[config.mk]
export PLATFORM = sky130hd
export DESIGN_NAME = ps2_aux_port_controller_flat
export DESIGN_NICKNAME = d
export VERILOG_FILES = /design/src/hw/rtl/ps2ap_pkg.sv /design/src/hw/rtl/ps2ap_if.sv /design/src/hw/rtl/ps2_aux_port_controller.sv /design/src/flat_wrapper.sv
export SDC_FILE = /design/constraint.sdc
export NUM_CORES = 1
export LEC_CHECK = 0
export ABC_AREA = 1
export ABC_CLOCK_PERIOD_IN_PS = 1550
export BUFFER_PORTS_ARGS = -buffer_cell sky130_fd_sc_hd__buf_2
export CELL_PAD_IN_SITES_DETAIL_PLACEMENT = 0
export CELL_PAD_IN_SITES_GLOBAL_PLACEMENT = 1
export CORE_MARGIN = 4
export CORE_UTILIZATION = 25
export DETAILED_ROUTE_END_ITERATION = 16
export PLACE_DENSITY_LB_ADDON = 0.05
export SYNTH_ARGS = -nofsm -noshare
export SYNTH_HDL_FRONTEND = slang
export SYNTH_SLANG_ARGS = --single-unit
[constraint.sdc]
create_clock -name clk_i -period 1.55 [get_ports clk_i]
set_input_delay 0.155 -clock clk_i [delete_from_list [all_inputs] [get_ports clk_i]]
set_output_delay 0.155 -clock clk_i [all_outputs]
set_load 0.01 [all_outputs]
[src/hw/rtl/ps2ap_pkg.sv]
// Shared types and constants for the PS/2 auxiliary port controller.
// No dependencies; used by the interfaces, the top level and the checker.
package ps2ap_pkg;

  // Request codes carried in req_type
  typedef enum logic [2:0] {
    REQ_DATA_RD   = 3'd0,
    REQ_STATUS_RD = 3'd1,
    REQ_DATA_WR   = 3'd2,
    REQ_CTRL_WR   = 3'd3,
    REQ_POLL      = 3'd4
  } req_type_e;

  // Poll sequencer phases
  typedef enum logic [1:0] {
    PH_IBF  = 2'd0,  // check input buffer
    PH_MAIN = 2'd1,  // check device
    PH_SEND = 2'd2,  // command handed over, waiting for device to take it
    PH_SCAN = 2'd3   // waiting for a response byte
  } poll_phase_e;

  // Status register bit positions
  localparam int unsigned StDevIdle = 0;
  localparam int unsigned StRxFull  = 1;
  localparam int unsigned StTxIdle  = 2;
  localparam int unsigned StReset   = 3;
  localparam int unsigned StIntsOn  = 4;
  localparam int unsigned StClear   = 6;
  localparam int unsigned StEnable  = 7;

  // Control write merge masks: kept bits and host-writable bits
  localparam logic [7:0] CtrlKeepMask  = 8'h27;
  localparam logic [7:0] CtrlWriteMask = 8'hD8;

  // Reset values
  localparam logic [7:0] StatusReset  = 8'h05;
  localparam logic [7:0] OutByteReset = 8'hFF;
  localparam logic [7:0] IdleReadData = 8'hFF;

  // Input item
  typedef struct packed {
    logic [2:0] req_type;
    logic [7:0] wdata;
    logic       dev_cmd_pending;
    logic       dev_byte_valid;
    logic [7:0] dev_byte;
  } req_t;

  // Result item
  typedef struct packed {
    logic [7:0] read_data;
    logic       cmd_valid;
    logic [7:0] cmd_byte;
    logic       take_dev_byte;
    logic       irq_pulse;
  } rsp_t;

endpackage

[src/hw/rtl/ps2ap_if.sv]
// Valid/ready channel interfaces for requests and results.
// Depends on ps2ap_pkg for the payload types.
interface ps2ap_req_if;
  logic              valid;
  logic              ready;
  ps2ap_pkg::req_t   payload;

  modport source (output valid, output payload, input ready);
  modport sink   (input valid, input payload, output ready);
endinterface

interface ps2ap_rsp_if;
  logic              valid;
  logic              ready;
  ps2ap_pkg::rsp_t   payload;

  modport source (output valid, output payload, input ready);
  modport sink   (input valid, input payload, output ready);
endinterface

[src/hw/rtl/ps2_aux_port_controller.sv]
// Top level of the PS/2 auxiliary port controller (host side).
// Depends on ps2ap_pkg and the channel interfaces in ps2ap_if.sv.
//
// Usage:
//   in_i  (sink)   : one request per transfer: data read, status read, data
//                    write, control write or poll tick, plus the device-side
//                    flags sampled for that request.
//   out_o (source) : exactly one result per request: read byte, command
//                    byte for the device, byte-taken flag and interrupt pulse.
// Result: registered, and valid in the cycle after the request transfer.
// Throughput: one request per cycle; all state updates and the result are
// computed in one pass of logic between the request and the result register.
// Stall: when the result register holds an untaken result and out_o.ready is
// low, in_i.ready drops; a result taken in the same cycle frees the slot, so
// requests keep flowing back to back.
// Reset: status 0x05 (device idle, transmit idle), command byte 0x00, output
// byte 0xFF, poll sequencer in the input-buffer check phase, no result held.
module ps2_aux_port_controller (
  input  logic                clk_i,
  input  logic                rst_ni,
  ps2ap_req_if.sink           in_i,
  ps2ap_rsp_if.source         out_o
);

  // Architectural state
  logic [7:0]             status_q, status_d;
  logic [7:0]             in_byte_q, in_byte_d;
  logic [7:0]             out_byte_q, out_byte_d;
  ps2ap_pkg::poll_phase_e phase_q, phase_d;

  // Result register
  logic                   rsp_valid_q;
  ps2ap_pkg::rsp_t        rsp_q, rsp_d;

  ps2ap_pkg::req_t        req;
  logic                   in_fire;
  logic                   is_poll;
  logic                   tx_idle, rx_full, enable, ints_on;
  logic                   do_start, do_scan;

  assign req     = in_i.payload;
  assign in_fire = in_i.valid & in_i.ready;

  // Accept when the result slot is empty or being drained this cycle
  assign in_i.ready    = ~rsp_valid_q | out_o.ready;
  assign out_o.valid   = rsp_valid_q;
  assign out_o.payload = rsp_q;

  assign tx_idle = status_q[ps2ap_pkg::StTxIdle];
  assign rx_full = status_q[ps2ap_pkg::StRxFull];
  assign enable  = status_q[ps2ap_pkg::StEnable];
  assign ints_on = status_q[ps2ap_pkg::StIntsOn];
  assign is_poll = (req.req_type == ps2ap_pkg::REQ_POLL);

  // Poll actions: forward pending command, or latch an offered device byte
  assign do_start = is_poll & ~tx_idle &
                    ((phase_q == ps2ap_pkg::PH_IBF) | (phase_q == ps2ap_pkg::PH_MAIN));
  assign do_scan  = is_poll & req.dev_byte_valid &
                    (((phase_q == ps2ap_pkg::PH_MAIN) & tx_idle) |
                     (phase_q == ps2ap_pkg::PH_SCAN));

  // Poll sequencer next state
  always_comb begin
    phase_d = phase_q;
    if (is_poll) begin
      case (phase_q)
        ps2ap_pkg::PH_IBF: begin
          if (!tx_idle) begin
            phase_d = ps2ap_pkg::PH_SEND;
          end else if (!rx_full && enable) begin
            phase_d = ps2ap_pkg::PH_MAIN;
          end
        end
        ps2ap_pkg::PH_MAIN: begin
          phase_d = tx_idle ? ps2ap_pkg::PH_IBF : ps2ap_pkg::PH_SEND;
        end
        ps2ap_pkg::PH_SEND: begin
          if (!req.dev_cmd_pending) begin
            phase_d = ps2ap_pkg::PH_SCAN;
          end
        end
        ps2ap_pkg::PH_SCAN: begin
          if (req.dev_byte_valid) begin
            phase_d = ps2ap_pkg::PH_IBF;
          end
        end
        default: begin
          phase_d = ps2ap_pkg::PH_IBF;
        end
      endcase
    end
  end

  // Register updates and result for the current request
  always_comb begin
    status_d  = status_q;
    in_byte_d = in_byte_q;
    out_byte_d = out_byte_q;

    rsp_d.read_data     = ps2ap_pkg::IdleReadData;
    rsp_d.cmd_valid     = 1'b0;
    rsp_d.cmd_byte      = '0;
    rsp_d.take_dev_byte = 1'b0;
    rsp_d.irq_pulse     = 1'b0;

    case (req.req_type)
      ps2ap_pkg::REQ_DATA_RD: begin
        rsp_d.read_data = out_byte_q;
        out_byte_d      = ps2ap_pkg::OutByteReset;
        status_d[ps2ap_pkg::StRxFull]  = 1'b0;
        status_d[ps2ap_pkg::StDevIdle] = 1'b1;
      end
      ps2ap_pkg::REQ_STATUS_RD: begin
        rsp_d.read_data = status_q;
      end
      ps2ap_pkg::REQ_DATA_WR: begin
        if (tx_idle && enable) begin
          in_byte_d = req.wdata;
          status_d[ps2ap_pkg::StTxIdle] = 1'b0;
        end
      end
      ps2ap_pkg::REQ_CTRL_WR: begin
        status_d = (status_q & ps2ap_pkg::CtrlKeepMask) |
                   (req.wdata & ps2ap_pkg::CtrlWriteMask);
        // clear or reset flushes the receive side and idles the port
        if (status_d[ps2ap_pkg::StClear] || status_d[ps2ap_pkg::StReset]) begin
          status_d[ps2ap_pkg::StRxFull]  = 1'b0;
          status_d[ps2ap_pkg::StDevIdle] = 1'b1;
          status_d[ps2ap_pkg::StTxIdle]  = 1'b1;
        end
      end
      ps2ap_pkg::REQ_POLL: begin
        if (do_start) begin
          status_d[ps2ap_pkg::StTxIdle] = 1'b1;
          status_d[ps2ap_pkg::StEnable] = 1'b1;
          rsp_d.cmd_valid = 1'b1;
          rsp_d.cmd_byte  = in_byte_q;
        end
        if (do_scan) begin
          status_d[ps2ap_pkg::StDevIdle] = 1'b0;
          status_d[ps2ap_pkg::StRxFull]  = 1'b1;
          out_byte_d          = req.dev_byte;
          rsp_d.take_dev_byte = 1'b1;
          rsp_d.irq_pulse     = ints_on;
        end
      end
      default: begin
        // unused codes leave the state alone
      end
    endcase
  end

  // Control and architectural state
  always_ff @(posedge clk_i or negedge rst_ni) begin
    if (!rst_ni) begin
      status_q    <= ps2ap_pkg::StatusReset;
      in_byte_q   <= '0;
      out_byte_q  <= ps2ap_pkg::OutByteReset;
      phase_q     <= ps2ap_pkg::PH_IBF;
      rsp_valid_q <= 1'b0;
    end else begin
      if (in_fire) begin
        status_q    <= status_d;
        in_byte_q   <= in_byte_d;
        out_byte_q  <= out_byte_d;
        phase_q     <= phase_d;
        rsp_valid_q <= 1'b1;
      end else if (out_o.ready) begin
        rsp_valid_q <= 1'b0;
      end
    end
  end

  // Result payload, no reset needed
  always_ff @(posedge clk_i) begin
    if (in_fire) begin
      rsp_q <= rsp_d;
    end
  end

endmodule

[src/flat_wrapper.sv]
// flat-port wrapper written by rule: the top's interface ports become plain ports
module ps2_aux_port_controller_flat 
  (clk_i, rst_ni, in_i_valid, in_i_payload, in_i_ready, out_o_valid, out_o_payload, out_o_ready);
  ps2ap_req_if in_i_i ();
  ps2ap_rsp_if out_o_i ();
  input  logic clk_i;
  input  logic rst_ni;
  input wire logic [$bits(in_i_i.valid)-1:0] in_i_valid;
  input wire logic [$bits(in_i_i.payload)-1:0] in_i_payload;
  output wire logic [$bits(in_i_i.ready)-1:0] in_i_ready;
  output wire logic [$bits(out_o_i.valid)-1:0] out_o_valid;
  output wire logic [$bits(out_o_i.payload)-1:0] out_o_payload;
  input wire logic [$bits(out_o_i.ready)-1:0] out_o_ready;
  assign in_i_i.valid = in_i_valid;
  assign in_i_i.payload = in_i_payload;
  assign in_i_ready = in_i_i.ready;
  assign out_o_valid = out_o_i.valid;
  assign out_o_payload = out_o_i.payload;
  assign out_o_i.ready = out_o_ready;
  ps2_aux_port_controller u_core (.clk_i(clk_i), .rst_ni(rst_ni), .in_i(in_i_i), .out_o(out_o_i));
endmodule
==> flow_metrics.tcl <==
set metrics [dict create \
    slowest_stage "dfrtp_1" \
    htreeDepth 2 \
    ys.flop_type "edfxtp_1" \
    critPathCaptureType "register" \
    die_area_um2 9950 \
    worst-r2r-setup-slack_ps 180 \
    cp-startpoint "u_core.out_o.valid" \
    slew_viol_final 0 \
    place.gp.congestion 0.7346 \
    whs_path_depth 3 \
    cts_made_buffers 5 \
    rsz0062_at_grt "no" \
    report.final.hold_viol_count 0 \
    synth.avg_cell_area_um2 9.190 \
    clkLatencyLatePin_ps 300 \
    p_leak_nw 1.246 \
    die_width_um 99.75 \
    cts_tree "yes" \
    first_iter_violations 44 \
    final_cell_mix "nand2_1, buf_2, inv_1" \
    synth_seq_cells 45 \
    yosysWarnings 0 \
    cp-start-kind "register" \
    grt_usage_pct 11.24 \
    drive_gt1_share_pct 30.99 \
    synth_fp_nets 254 \
    port_buffers 45 \
    setup_tns_ps 0 \
    grt_pass1_vias 1792 \
    grt_antenna_before_repair 0 \
    asyncSetResetFlopFracSynth_pct 57.78 \
    routed_wl_um 5070 \
    cts.clk_slew.worst_paths_ps 90 \
    drc 0 \
    tightest_slew_ps 664.6 \
    grt_max_degree 27 \
    final_common_cell "nand2_1" \
    cts_buffer_depth 2 \
    clock_sinks 45 \
    path_cells "nand2_1, nand2_4, inv_2, buf_12" \
    antenna_cells 0 \
    r2r_cells 4 \
    hold_class "input port to register" \
    power.density_nw_per_um2 1230 \
    cp_data_arrival_time_ps 1380 \
    avgViaCountPerCell 4.262 \
    grt.overflow.total 0 \
    detailroute.via_count 1658 \
    r2r-end "u_core.out_o.payload[0]" \
    core.rowCount 33 \
    post-route-min-period_ps 1373 \
    worstHoldStart "in_i_payload[12]" \
    wire_per_inst_um 13.03 \
    crit_fanout 17 \
    die_y_um 99.75 \
    fmax_mhz 728.3 \
    reg2reg_from "u_core.out_o.valid" \
    area_growth_pct 24.73 \
    grt_pass1_wl_um 8797 \
    syn_inst 229 \
    status "completed" \
    num_io_pins 46 \
    setup_viol 0 \
    critPathKind "register to register" \
    synth-edff-count 19 \
    cap_violations 0 \
    dp_hpwl_um 3738 \
    core_um2 8217 \
    start_util_pct 25.61 \
    min_period_over_period_pct 88.58 \
    hold_end "u_core.in_byte_q[2]" \
    yosysUniqueCellTypes 24 \
    clockRootBuffer "clkbuf_8" \
    p_total_w 0.003229 \
    drtAntennaViolNets 0 \
    finClkSkew_ps 8.926 \
    ir_drop_mv 0.5716 \
    synth_area_um2 2105 \
    final_net_count 308 \
    first_pass_iters 4 \
    seq_area_frac_synth_pct 58.62 \
    required_ps 1560 \
    max_stage_delay_ps 380 \
    max_slew_margin_pct 55.69 \
]
-- layout make-up --
| cell class | instances | area, um2 |
|---|---|---|
| sequential | 45 | 1234 |
| clock buffer | 5 | 68.82 |
| clock inverter | 3 | 65.06 |
| tap | 105 | 131.4 |
| timing repair buffer | 50 | 277.8 |
| inverter | 28 | 105.1 |
| multi-input combinational | 153 | 743.2 |
| fill | 882 | 5592 |
-- flip-flops by register name, summed over array words and instances, names as in the netlist --
register,cells
u_core.in_byte_q,8
u_core.out_o.payload,19
u_core.status_q,7
u_core.out_o.valid,1
u_core.phase_q,2
u_core.out_byte_q,8
-- stage by stage --
step | setup slack, ps | cells | instance area (um2) | util (%) | hold slack (ps)
after floorplan | 83.50 | 229 | 2105 | - | -140.6
after global placement | 184.1 | 380 | 2474 | 30.11 | 239.7
after detailed placement | 175.2 | 380 | 2474 | 30.11 | 237.1
after CTS | 152.1 | 389 | 2618 | 31.86 | 51.01
after global routing | 42.66 | 389 | 2625 | 31.95 | 60.55
final | 177.0 | 389 | 2625 | 31.95 | 63.19
-- where the power goes --
| group | switching [W] | total [W] | internal (W) |
|---|---|---|---|
| sequential | 0.000102 | 0.00159 | 0.00149 |
| clock | 0.000409 | 0.00105 | 0.000641 |
| combinational | 0.000366 | 0.000588 | 0.000222 |
| total | 0.000877 | 0.00323 | 0.00235 |
-- per-layer routing --
metal | part of all wire, % | vias up | GRT usage (%) | wire, um
met4 | 1.2 | 0 | 3.361 | 60
li1 | - | 847 | - | -
met2 | 46 | 35 | 17.55 | 2335
met1 | 48 | 770 | 15.09 | 2421
met5 | 0 | - | 0 | 0
met3 | 5.0 | 6 | 3.226 | 253
-- timing repair --
| item | 4_1_cts | 5_1_grt |
|---|---|---|
| hold buffers | 1 | 0 |
| resized for setup | 0 | 1 |
| endpoints found under the setup margin | 0 | 2 |
| setup buffers | 0 | 0 |
| endpoints found under the hold margin | 16 | 0 |
-- cell families after synthesis --
group           share of synthesized area (%)
buf+inv                                 6.421
compound gates                          4.875
simple gates                            30.08
flops                                   58.62
-- worst max-delay path by stage --
stage,to,slack [ps]
CTS,u_core.out_byte_q[7],150
floorplan,u_core.status_q[4],80
detailed placement,u_core.out_byte_q[7],180
finish,u_core.out_o.payload[0],180
global route,u_core.status_q[4],40
global placement,u_core.out_byte_q[4],180
-- Yosys cell counts (2+ instances only) --
library cell	count	area share (%)
nand2_1	74	13
inv_1	24	4.3
nand3_1	23	5.5
edfxtp_1	19	27
dfrtp_1	16	19
nor2_1	16	2.9
dfstp_2	10	12
o21ai_0	9	2.1
inv_2	4	0.71
nand2_2	4	1.2
o211ai_1	4	1.4
or2_0	4	1.2
or2_2	4	1.2
nand4_1	3	0.89
nor2_4	3	1.6
a21oi_1	2	0.48
buf_6	2	1.1
o21ai_2	2	0.83
-- critical path, delay by kind of cell (launching register included) --
kind	cells	cell delay, ps
flip-flops	1	380
AND/OR/NAND/NOR	2	260
buffers and inverters	2	430
No activity file was read; power rests on OpenSTA's default activity.
